<file path="config.mk">
export PLATFORM = sky130hd
export DESIGN_NAME = bcd_shift_in_converter_flat
export DESIGN_NICKNAME = d
export VERILOG_FILES = /design/src/bsic_pkg.sv /design/src/bsic_if.sv /design/src/bcd_shift_in_converter.sv /design/src/flat_wrapper.sv
export SDC_FILE = /design/constraint.sdc
export NUM_CORES = 1
export LEC_CHECK = 0
export BUFFER_PORTS_ARGS = -buffer_cell sky130_fd_sc_hd__buf_2
export CORE_ASPECT_RATIO = 1.2
export CORE_UTILIZATION = 50
export CTS_BUF_LIST = sky130_fd_sc_hd__clkbuf_8
export DETAILED_ROUTE_END_ITERATION = 6
export GPL_TIMING_DRIVEN = 0
export HOLD_SLACK_MARGIN = 0.06
export PLACE_DENSITY = 0.68
export SKIP_LAST_GASP = 1
export SYNTH_ARGS = -nofsm -noshare
export SYNTH_HDL_FRONTEND = slang
export SYNTH_SLANG_ARGS = --single-unit
</file>
<file path="constraint.sdc">
create_clock -name i_clk -period 17.5 [get_ports i_clk]
set_input_delay 2.625 -clock i_clk [delete_from_list [all_inputs] [get_ports i_clk]]
set_output_delay 2.625 -clock i_clk [all_outputs]
set_load 0.05 [all_outputs]
</file>
<file path="src/bsic_pkg.sv">
// bsic_pkg: shared types, constants and the digit adjust function of the
// shift-in binary to packed-bcd converter. No dependencies.

package bsic_pkg;

    localparam int NUM_WORDS  = 4;
    localparam int READ_WORDS = (NUM_WORDS < 4) ? NUM_WORDS : 4;
    localparam int WORD_W     = 64;
    localparam int DIGITS     = WORD_W / 4;

    typedef enum logic [1:0] {
        CMD_CLEAR = 2'd0,
        CMD_STEP  = 2'd1,
        CMD_READ  = 2'd2,
        CMD_LOAD  = 2'd3
    } t_cmd;

    typedef logic [WORD_W-1:0] t_word;

    typedef struct packed {
        t_cmd       cmd;
        logic       bit_in;
        logic [1:0] word_index;
        t_word      load_word;
    } t_in_item;

    typedef struct packed {
        t_word      bcd_word;
        logic [1:0] out_index;
        logic       last;
        logic       overflowed;
    } t_out_item;

    // every digit above 4 gets 3 added, wrapping inside the digit
    function automatic t_word digit_adjust(input t_word w);
        t_word      r;
        logic [3:0] d;
        r = '0;
        for (int k = 0; k < DIGITS; k++) begin
            d = w[k*4 +: 4];
            if (d > 4'd4) begin
                d = d + 4'd3;
            end
            r[k*4 +: 4] = d;
        end
        return r;
    endfunction

endpackage

</file>
<file path="src/bsic_if.sv">
// bsic_in_if / bsic_out_if: valid-ready channels of the converter.
// Depend on bsic_pkg for the payload types.

interface bsic_in_if;
    import bsic_pkg::*;
    logic     valid;
    logic     ready;
    t_in_item data;
    modport source (output valid, output data, input ready);
    modport sink   (input valid, input data, output ready);
endinterface

interface bsic_out_if;
    import bsic_pkg::*;
    logic      valid;
    logic      ready;
    t_out_item data;
    modport source (output valid, output data, input ready);
    modport sink   (input valid, input data, output ready);
endinterface

</file>
<file path="src/bcd_shift_in_converter.sv">
// bcd_shift_in_converter: packed-bcd accumulator with double dabble step,
// clear, word load and read out. Depends on bsic_pkg and bsic_if.
//
//  channel | dir | payload                                   | notes
//  i_in    | in  | cmd, bit_in, word_index, load_word        | one item per cycle while ready
//  o_out   | out | bcd_word, out_index, last, overflowed     | READ_WORDS items per read
//
// clear, step and load finish at the accepting edge.
// a read copies the first READ_WORDS words into an output snapshot, which then
// gives one word per cycle that o_out.ready is high.
// while the snapshot is busy, other commands are still taken; a new read waits
// until the last word of the previous one leaves.
// i_rst_n is synchronous, active low, and clears the store, the flag and the read out control.

module bcd_shift_in_converter
    import bsic_pkg::*;
(
    input  logic        i_clk,
    input  logic        i_rst_n,
    bsic_in_if.sink     i_in,
    bsic_out_if.source  o_out
);

    t_word      r_store [NUM_WORDS];
    logic       r_ovf;
    t_word      r_snap  [READ_WORDS];
    logic       r_snap_ovf;
    logic       r_out_busy;
    logic [1:0] r_out_cnt;

    t_word      w_adj   [NUM_WORDS];
    logic       w_last;
    logic       w_out_take;
    logic       w_snap_free;
    logic       w_accept;
    t_in_item   w_item;

    assign w_item      = i_in.data;
    assign w_last      = (r_out_cnt == 2'(READ_WORDS - 1));
    assign w_out_take  = r_out_busy && o_out.ready;
    assign w_snap_free = !r_out_busy || (o_out.ready && w_last);
    assign i_in.ready  = (w_item.cmd != CMD_READ) || w_snap_free;
    assign w_accept    = i_in.valid && i_in.ready;

    always_comb begin
        for (int w = 0; w < NUM_WORDS; w++) begin
            w_adj[w] = digit_adjust(r_store[w]);
        end
    end

    // accumulator and sticky overflow flag
    always_ff @(posedge i_clk) begin
        if (!i_rst_n) begin
            for (int w = 0; w < NUM_WORDS; w++) begin
                r_store[w] <= '0;
            end
            r_ovf <= 1'b0;
        end else if (w_accept) begin
            unique case (w_item.cmd)
                CMD_CLEAR: begin
                    for (int w = 0; w < NUM_WORDS; w++) begin
                        r_store[w] <= '0;
                    end
                    r_ovf <= 1'b0;
                end
                CMD_STEP: begin
                    // carry into each word above word 0 is the top bit of the adjusted word below; word 0 takes bit_in
                    r_store[0] <= {w_adj[0][WORD_W-2:0], w_item.bit_in};
                    for (int w = 1; w < NUM_WORDS; w++) begin
                        r_store[w] <= {w_adj[w][WORD_W-2:0], w_adj[w-1][WORD_W-1]};
                    end
                    if (w_adj[NUM_WORDS-1][WORD_W-1]) begin
                        r_ovf <= 1'b1;
                    end
                end
                CMD_LOAD: begin
                    for (int w = 0; w < NUM_WORDS; w++) begin
                        if (32'(w_item.word_index) == 32'(w)) begin
                            r_store[w] <= w_item.load_word;
                        end
                    end
                end
                CMD_READ: begin
                end
                default: begin
                end
            endcase
        end
    end

    // read out control
    always_ff @(posedge i_clk) begin
        if (!i_rst_n) begin
            r_out_busy <= 1'b0;
            r_out_cnt  <= '0;
        end else if (w_accept && w_item.cmd == CMD_READ) begin
            r_out_busy <= 1'b1;
            r_out_cnt  <= '0;
        end else if (w_out_take) begin
            r_out_busy <= !w_last;
            r_out_cnt  <= r_out_cnt + 2'd1;
        end
    end

    // snapshot words, shifted down as each one is taken
    always_ff @(posedge i_clk) begin
        if (w_accept && w_item.cmd == CMD_READ) begin
            for (int k = 0; k < READ_WORDS; k++) begin
                r_snap[k] <= r_store[k];
            end
            r_snap_ovf <= r_ovf;
        end else if (w_out_take) begin
            for (int k = 0; k < READ_WORDS - 1; k++) begin
                r_snap[k] <= r_snap[k+1];
            end
        end
    end

    assign o_out.valid           = r_out_busy;
    assign o_out.data.bcd_word   = r_snap[0];
    assign o_out.data.out_index  = r_out_cnt;
    assign o_out.data.last       = w_last;
    assign o_out.data.overflowed = r_snap_ovf;

`ifndef SYNTHESIS
    a_read_starts: assert property (@(posedge i_clk) disable iff (!i_rst_n)
        (w_accept && w_item.cmd == CMD_READ) |=> (r_out_busy && r_out_cnt == 2'd0))
        else $error("read out did not start at word zero");

    a_ovf_sticky: assert property (@(posedge i_clk) disable iff (!i_rst_n)
        (r_ovf && !(w_accept && w_item.cmd == CMD_CLEAR)) |=> r_ovf)
        else $error("overflow flag dropped without a clear");

    a_stall_only_when_busy: assert property (@(posedge i_clk) disable iff (!i_rst_n)
        !i_in.ready |-> (r_out_busy && w_item.cmd == CMD_READ))
        else $error("input stalled without a pending read out");

    a_cnt_in_range: assert property (@(posedge i_clk) disable iff (!i_rst_n)
        r_out_busy |-> (32'(r_out_cnt) < READ_WORDS))
        else $error("read out index beyond the snapshot");
`endif

endmodule
</file>
<file path="src/flat_wrapper.sv">
// flat-port wrapper written by rule: the top's interface ports become plain ports
module bcd_shift_in_converter_flat import bsic_pkg::*;
  (i_clk, i_rst_n, i_in_valid, i_in_data, i_in_ready, o_out_valid, o_out_data, o_out_ready);
  bsic_in_if i_in_i ();
  bsic_out_if o_out_i ();
  input  logic i_clk;
  input  logic i_rst_n;
  input wire logic [$bits(i_in_i.valid)-1:0] i_in_valid;
  input wire logic [$bits(i_in_i.data)-1:0] i_in_data;
  output wire logic [$bits(i_in_i.ready)-1:0] i_in_ready;
  output wire logic [$bits(o_out_i.valid)-1:0] o_out_valid;
  output wire logic [$bits(o_out_i.data)-1:0] o_out_data;
  input wire logic [$bits(o_out_i.ready)-1:0] o_out_ready;
  assign i_in_i.valid = i_in_valid;
  assign i_in_i.data = i_in_data;
  assign i_in_ready = i_in_i.ready;
  assign o_out_valid = o_out_i.valid;
  assign o_out_data = o_out_i.data;
  assign o_out_i.ready = o_out_ready;
  bcd_shift_in_converter u_core (.i_clk(i_clk), .i_rst_n(i_rst_n), .i_in(i_in_i), .o_out(o_out_i));
endmodule
</file>
# Yosys cells after proc, flatten, opt, wreduce, memory -nomap -nowiden
# Memory sizes are Yosys's and may differ from the RTL's.
# Index checks and enable logic that the tools add are counted.
op_classes:
  n_eq_ne: 9
  add_sub_neg: 65
  order_cmp: 64
  n_reduce_logical: 14
  mux: 117
  bitwise_logic: 16
ops:
  columns: ["op", "count"]
  rows:
  - ["2-to-1 mux 64 bit", 15]
  - ["adder 4 x 2 -> 4 bit (second input constant)", 64]
  - ["> comparator 4 x 3 -> 1 bit (second input constant)", 64]
  - ["2-to-1 mux 4 bit", 64]
  - ["2-to-1 mux 1 bit", 37]
  - ["OR 1 bit", 15]
  - ["equality test 2 bit (second input constant)", 5]
  - ["equality test 2 x 1 -> 1 bit (second input constant)", 2]
  - ["logical AND 1 bit", 4]
  - ["logical NOT 2 bit", 2]
  - ["nonzero test 2 bit", 2]
  - ["AND reduction 3 bit", 1]
  - ["adder 2 x 1 -> 2 bit (second input constant)", 1]
  - ["logical NOT 1 bit", 2]
  - ["logical OR 1 bit", 2]
  - ["inequality test 2 x 1 -> 1 bit (second input constant)", 1]
  - ["inequality test 2 bit (second input constant)", 1]
  - ["one-hot mux 1 bit (2 select lines)", 1]
  - ["OR reduction 2 bit", 1]
  - ["inverter 1 bit", 1]
totals:
  ram_bits: 512
  ff_bits: 5
  output_inout_bits: 70
  mem_count: 2
  word_cells: 291
mem_list:
  columns: ["memory", "depth", "word_bits", "rd", "rd_ports_with_merged_regs", "wr", "line", "rtl"]
  rows:
  - ["u_core.r_snap", 4, 64, 4, 0, 4, "bcd_shift_in_converter.sv:26", "t_word r_snap [READ_WORDS];"]
  - ["u_core.r_store", 4, 64, 4, 0, 4, "bcd_shift_in_converter.sv:24", "t_word r_store [NUM_WORDS];"]

# Depth between registers and ports, before layout
# Gate-level depths: netlist (run 1).
logic_depth:
  ltp_word: 11
  ltp_mapped: 6
  depth_no_buf: 6

# Worst setup path before layout (run 1)
# Ideal clock, no wire load.
synth_timing:
  path_kind: "input port to flip-flop"
  start: "in i_in_data[67]"
  end: "mem u_core.r_snap[0][0] (netlist name), enable pin"
  path_slack_ns: 9.826
  setup_ns: 0.560
  stages: 3
  path_buffers: 0
  arrival_ns: 7.114
  cell_sequence: "and3b_1 -> nand2b_1 -> nand2_1"
synth_rtl:
  columns: ["item", "line", "rtl"]
  rows:
  - ["start: declaration", "flat_wrapper.sv:9", "input wire logic [$bits(i_in_i.data)-1:0] i_in_data;"]
  - ["end: declaration", "bcd_shift_in_converter.sv:26", null]

# Worst setup path in the final report (run 1)
layout_timing:
  start: "in o_out_ready"
  end: "out i_in_ready"
layout_via:
  elab_chain_len: 3
layout_lines:
  columns: ["item", "line", "rtl"]
  rows:
  - ["start: declaration", "flat_wrapper.sv:13", "input wire logic [$bits(o_out_i.ready)-1:0] o_out_ready;"]
  - ["logical AND 1 bit", "bcd_shift_in_converter.sv:41", "assign w_snap_free = !r_out_busy || (o_out.ready && w_last);"]
  - ["logical OR 1 bit", "bcd_shift_in_converter.sv:41", null]
  - ["logical OR 1 bit", "bcd_shift_in_converter.sv:42", "assign i_in.ready = (w_item.cmd != CMD_READ) || w_snap_free;"]
  - ["end: declaration", "flat_wrapper.sv:10", "output wire logic [$bits(i_in_i.ready)-1:0] i_in_ready;"]
# Every way passes these cells.

==> results.py, run 1 <==
metrics = {
    "status": {
        "status": "finished, final reports clean",
    },
    "critical_path": {
        "cp.arrival_ps": 3430,
        "slowest_delay_ps": 320,
        "critical_path.startpoint_type": "primary input",
        "end_kind": "output port",
        "crit_required_ps": 14880,
        "critPathBufInv": 2,
        "path_depth": 4,
        "crit_slowest_cell": "a21boi_0",
        "reg2reg_depth": 6,
        "crit_fanout": 3,
        "critical_path.cell_chain": "buf_2, a21boi_0, nand3b_1, buf_2",
        "cp_common_cell": "buf_2",
        "cp_top_family": "buffers and inverters",
        "path_class": "primary input to output port",
    },
    "synth": {
        "syn_area_per_cell_sq_um": 11.43,
        "yosys_most_used_dff": "edfxtp_1",
        "synthDistinctLibCells": 34,
        "synth.yosys.seq_area_share_pct": 59.61,
        "synth-edff-count": 513,
        "syn-num-nets": 2426,
        "synth_warnings": 0,
        "ys_seq_elements": 517,
        "synth-async-reset-ratio_pct": 0,
        "syn-cell-area_sq_um": 25980,
        "syn_inst": 2272,
    },
    "die": {
        "fp.dieW_microns": 210.1,
        "dieArea_sq_um": 52870,
        "core_sq_um": 51350,
        "chipHeight_microns": 251.7,
        "start_util_pct": 50.59,
        "pin_count": 143,
        "row_count": 91,
    },
    "cells_and_area": {
        "nets": 2660,
        "final_common_cell": "edfxtp_1",
        "final_cells": 3263,
        "postLayoutCoreUtil_pct": 56.90,
        "area_delta_synth_final_pct": 12.48,
        "drive_gt1_share_pct": 19.42,
        "filler_cell_count": 4249,
        "layout_common_cells": "edfxtp_1, o21ai_0, nand2_1",
    },
    "job": {
        "cap_violations": 0,
    },
    "timing": {
        "slew_violations": 0,
        "tns_ps": 0,
        "layout_setup_ws_ps": 11450,
        "finalSetupViolCount": 0,
        "period_minus_slack_ps": 6051,
        "rsz0062_at_grt": "false",
        "fin_worst_skew_ps": 36.03,
        "relSlewSlack_pct": 11.06,
        "hold-worst-slack_ps": 429.1,
        "min_period_over_period_pct": 34.58,
        "hold_violations": 0,
        "worst_pin_slew_ps": 1334,
        "fmax_ghz": 0.1653,
    },
    "routing": {
        "drt_iter0_drc": 1655,
        "vias": 18563,
        "ant_nets": 0,
        "drtPass1Iterations": 6,
        "detail_route.wl_per_cell_microns": 21.63,
        "vias_per_cell": 5.689,
        "wirelength_mm": 70.59,
        "drc": 0,
    },
    "clock_network": {
        "clk-insertion-delay-late_ps": 670,
        "cts_hold_buf": 0,
        "clk_pin_slew_ps": 60,
        "cts.path.max_buffers": 3,
        "htree_levels": 3,
        "clkSinkCount": 517,
        "cts_root_buf": "clkbuf_8",
        "cts_buffers": 83,
        "cts-resized-gates": 0,
        "cts_tree": "done",
        "cts_setup_buffers": 0,
    },
    "placed_design": {
        "port_buffers": 142,
        "dp_hpwl_mm": 48.33,
        "dp.cells": 3118,
        "gp_congestion": 0.9187,
        "place_ws_ps": 11440,
    },
    "global_routing": {
        "grt_max_degree": 67,
        "track_usage_pct": 27.01,
        "grt_overflow": 0,
        "grt_pass1_wl_mm": 105.5,
        "grt_antenna_before_repair": 4,
        "grt_pass1_vias": 18419,
    },
    "min_path": {
        "hold_path.class": "register to register",
        "hold_depth": 0,
    },
    "power_and_ir_drop": {
        "p_leak_nw": 11.01,
        "vdd_drop_max_v": 0.00005066,
        "power.density_nw_per_um2": 93.89,
    },
}
## sequential cells by signal, summed over array words and instances, names as in the netlist
name,cells
u_core.o_out.valid,1
u_core.r_out_cnt,2
u_core.r_ovf,1
u_core.r_snap,256
u_core.r_snap_ovf,1
u_core.r_store,256
## routing by layer
metal | part of all wire, % | wire length [microns] | vias to the layer above | GRT usage (%)
met5 | 0.011 | 8 | - | 0
met4 | 5.2 | 3671 | 2 | 15.20
met3 | 8.4 | 5905 | 193 | 5.178
met2 | 48 | 33690 | 842 | 44.65
met1 | 39 | 27320 | 8934 | 33.22
li1 | - | - | 8592 | -
## cell type report
| type | instances | area [sq um] | area share, % |
|---|---|---|---|
| antenna | 1 | 2.502 | 0.008565 |
| buffer | 153 | 922.1 | 3.156 |
| clock buffer | 87 | 1197 | 4.098 |
| clock inverter | 57 | 226.5 | 0.7751 |
| inverter | 195 | 734.5 | 2.514 |
| multi-input combinational | 1407 | 8875 | 30.37 |
| sequential | 517 | 15480 | 53.00 |
| tap | 697 | 872.1 | 2.985 |
| timing repair buffer | 149 | 903.4 | 3.092 |
## cell families (layout without fill, tap and decap cells)
logic type | count (synthesis) | count (layout) | share of synthesized area, %
adders and majority gates | 81 | 81 | 3.902
other | 0 | 1 | 0
AOI/OAI and AO/OA | 630 | 630 | 12.95
DFF | 517 | 517 | 59.61
and+or+nand+nor | 471 | 471 | 8.213
xor gates and xnor gates | 65 | 65 | 2.192
muxes | 160 | 160 | 6.763
buffers and inverters | 348 | 641 | 6.368
## per-stage QoR
step	total power, mW	area (sq um)
6_report	2.743	29220
5_1_grt	2.843	29220
4_1_cts	2.755	29220
3_5_place_dp	1.826	27790
3_3_place_gp	1.816	27560
2_1_floorplan	1.723	25980
## worst register-to-register path, stage by stage (launching register included)
cell      delay, ps
dfxtp_1         430
ha_1            270
a21boi_0        180
nand2b_1        290
nand2_4         190
buf_16          310
buf_16          320
## report_power, final
| part | switching, mW | total, mW | leakage (nW) | internal, mW |
|---|---|---|---|---|
| clock | 0.483 | 0.939 | 0.824 | 0.456 |
| combinational | 0.198 | 0.317 | 5.00 | 0.119 |
| sequential | 0.0434 | 1.49 | 5.18 | 1.44 |
| total | 0.724 | 2.74 | 11.0 | 2.02 |
## worst paths after layout
check                         end           startpoint  slack, ps
max reg2reg  u_core.r_snap[0][19]  u_core.r_out_cnt[0]      15080
min             u_core.r_snap_ovf         u_core.r_ovf        430
min reg2reg     u_core.r_snap_ovf         u_core.r_ovf        430
max                    i_in_ready          o_out_ready      11450
## Yosys cell counts (3+ instances only)
master,instances,area share (%)
ha_1,81,3.9
mux2i_1,36,1.4
xnor2_1,64,2.2
nand2_1,309,4.5
a22o_1,48,1.6
nor2_1,7,0.10
a21o_1,5,0.14
buf_4,68,2.0
a21oi_1,182,3.5
dfxtp_1,4,0.31
inv_1,195,2.8
buf_6,4,0.17
nor2b_1,16,0.39
o21ai_0,391,7.5
buf_1,3,0.043
buf_2,49,0.94
clkbuf_1,28,0.40
nor3b_1,48,1.4
nor3_1,68,1.3
nand2b_1,17,0.41
edfxtp_1,513,59
mux2_2,124,5.4
No activity file was read; power rests on OpenSTA's default activity.
==> run 2, diff against run 1 <==
Settings changed: ABC_AREA from default to 1.
Clock period 17.5 ns to 5.6 ns, I/O delays scaled along.
==> run 2 against run 1 <==
Routed wire length increased by 24%. Global-route usage increased by 4.1 points. Register-to-register slack got worse by 13000 ps. Sequential share of layout area decreased by 2.7 points. Synthesized cell count increased by 34%. Clock skew decreased by 9.0 ps. Cell area increased by 5.4%. Critical path type is now register to register. Highest routed layer unchanged.
==> results.py, run 2 <==
metrics = {
    "cells_and_area": {
        "nets": 3427,
        "final_common_cell": "nand2_1",
        "final_cells": 4052,
        "layout_common_cells": "nand2_1, edfxtp_1, nand3_1",
        "postLayoutCoreUtil_pct": 57.02,
        "reg_top3": "u_core.r_snap (256), u_core.r_store (256), u_core.r_out_cnt (2)",
        "register_area_sq_um": 15480,
        "filler_cell_count": 4755,
        "drive_gt1_share_pct": 12.55,
        "area_delta_synth_final_pct": 12.03,
        "multi_input_area_sq_um": 9582,
    },
    "synth": {
        "syn_inst": 3040,
        "synth.yosys.seq_area_share_pct": 56.35,
        "syn-cell-area_sq_um": 27480,
        "syn-num-nets": 3194,
        "ys_seq_elements": 517,
        "yosysTopAreaCell": "edfxtp_1",
        "synth_most_common_cell": "nand2_1",
        "synth_top_family_by_area": "simple AND/OR/NAND/NOR gates",
        "synth_compound_area_share_pct": 8.096,
        "ys_top_cells_by_area": "edfxtp_1, nand2_1, nand3_1",
        "synthSimpleGateAreaFrac_pct": 22.60,
        "synth-async-reset-ratio_pct": 0,
        "synth_fa_ha_area_share_pct": 3.688,
        "synthXorXnorAreaFrac_pct": 0.3187,
        "synth-edff-count": 513,
        "muxShareOfSynthArea_pct": 0,
        "synthDistinctLibCells": 29,
        "syn_area_per_cell_sq_um": 9.039,
        "synth_commonest_cells": "nand2_1, edfxtp_1, nand3_1",
        "synth_top_area_share_pct": 56.06,
        "yosys_most_used_dff": "edfxtp_1",
        "synth_warnings": 0,
    },
    "clock_network": {
        "cts_buffers": 83,
        "cts_root_buf": "clkbuf_8",
        "cts_setup_buffers": 0,
        "clk_pin_slew_ps": 60,
        "htree_levels": 3,
        "cts.path.max_buffers": 3,
        "cts_hold_buf": 0,
        "cts_tree": "done",
        "clkSinkCount": 517,
        "cts-resized-gates": 0,
        "clk-insertion-delay-late_ps": 690,
    },
    "critical_path": {
        "end_kind": "register",
        "cp-startpoint": "u_core.r_out_cnt[0]",
        "worstSetupEndpoint": "u_core.r_snap[0][62]",
        "r2r_slack_ps": 1830,
        "critical_path.startpoint_type": "register",
        "rr_startpoint": "u_core.r_out_cnt[0]",
        "crit_fanout": 104,
        "path_class": "register to register",
        "r2r-end": "u_core.r_snap[0][62]",
        "reg2reg_depth": 7,
        "crit_required_ps": 5880,
        "cp.arrival_ps": 4050,
    },
    "routing": {
        "vias_per_cell": 5.732,
        "ant_nets": 0,
        "drtPass1Iterations": 6,
        "drt_iter0_drc": 2466,
        "drc": 0,
        "detail_route.wl_per_cell_microns": 21.52,
        "vias": 23225,
        "wirelength_mm": 87.21,
    },
    "global_routing": {
        "track_usage_pct": 31.08,
        "grt_overflow": 0,
        "grt_max_degree": 105,
        "grt_antenna_before_repair": 3,
        "grt_pass1_vias": 22550,
        "grt_pass1_wl_mm": 128.8,
    },
    "die": {
        "dieArea_sq_um": 55900,
        "row_count": 93,
        "core_sq_um": 53990,
        "pin_count": 143,
        "fp.dieW_microns": 216.0,
        "start_util_pct": 50.89,
        "chipHeight_microns": 258.8,
    },
    "placed_design": {
        "dp.cells": 3900,
        "dp_hpwl_mm": 60.12,
        "gp_congestion": 0.9201,
        "place_ws_ps": 1684,
        "port_buffers": 142,
    },
    "timing": {
        "rsz0062_at_grt": "false",
        "layout_setup_ws_ps": 1829,
        "hold_violations": 0,
        "slew_violations": 0,
        "fmax_ghz": 0.2652,
        "fin_worst_skew_ps": 27.02,
        "period_minus_slack_ps": 3771,
        "relSlewSlack_pct": 2.485,
        "finalSetupViolCount": 0,
        "worst_pin_slew_ps": 1463,
        "min_period_over_period_pct": 67.34,
    },
    "power_and_ir_drop": {
        "p_leak_nw": 13.90,
        "vdd_drop_max_v": 0.0001526,
        "power.density_nw_per_um2": 284.8,
        "totalPowerFinal_mw": 8.767,
    },
    "status": {
        "status": "finished, final reports clean",
    },
    "job": {
        "cap_violations": 0,
    },
    "min_path": {
        "hold_path.class": "primary input to register",
    },
}
==> run 2: stage by stage <==
stage	hold slack (ps)	TNS, ps	area [sq um]
after floorplan	409.1	0	27480
after global placement	422.9	-120000	29080
after detailed placement	441.7	0	29280
after CTS	418.9	0	30780
after global routing	469.6	0	30780
final	450.1	0	30780
==> run 2: how the worst min path moves through the flow <==
stage	start	end	slack, ps	cells after the start
after floorplan	u_core.r_ovf	u_core.r_snap_ovf	410	0
after global placement	u_core.r_ovf	u_core.r_snap_ovf	420	0
after detailed placement	u_core.r_ovf	u_core.r_snap_ovf	440	0
after CTS	i_in_data[21]	u_core.r_store[2][21]	420	3
after global routing	u_core.r_ovf	u_core.r_snap_ovf	470	0
final	i_in_data[66]	u_core.r_store[0][0]	450	3
==> run 2: metal layers <==
layer | vias up | global-route usage, % | part of all wire, %
li1 | 10726 | - | -
met1 | 10828 | 37.94 | 37
met2 | 1335 | 50.16 | 46
met3 | 330 | 6.162 | 10
met4 | 6 | 20.62 | 6.3
met5 | - | 0.5128 | 0.070
==> run 2: worst max-delay path: stages, from the launching register on <==
cell and delay (ps):
dfxtp_1 330, ha_1 300, a21oi_1 390, a21oi_4 160, nand2_2 380, clkbuf_1 560
nand2_8 590, buf_16 420
==> run 2: where the power goes <==
part           total [mW]  leakage [nW]  internal, mW  switching, mW
sequential           4.66          5.19          4.52          0.142
clock                3.07         0.884          1.52           1.54
combinational        1.04          7.83         0.292          0.747
total                8.77          13.9          6.33           2.43
==> run 2: kinds of logic (layout without fill, tap and decap cells) <==
family,after synthesis,in the layout
XOR/XNOR,10,10
AO/OA/AOI/OAI,412,412
other,0,1
flip-flops,517,517
AND/OR/NAND/NOR,1454,1454
buffers and inverters,566,865
adder cells (fa/ha/maj),81,81
==> run 2: area by class of cell <==
class | instances | area share (%)
Sequential cell | 517 | 50.30
Multi-Input combinational cell | 1957 | 31.13
Inverter | 370 | 4.520
Clock buffer | 87 | 3.890
Buffer | 196 | 3.479
Tap cell | 712 | 2.894
Timing Repair Buffer | 148 | 2.796
Clock inverter | 64 | 0.9876
Antenna cell | 1 | 0.008129
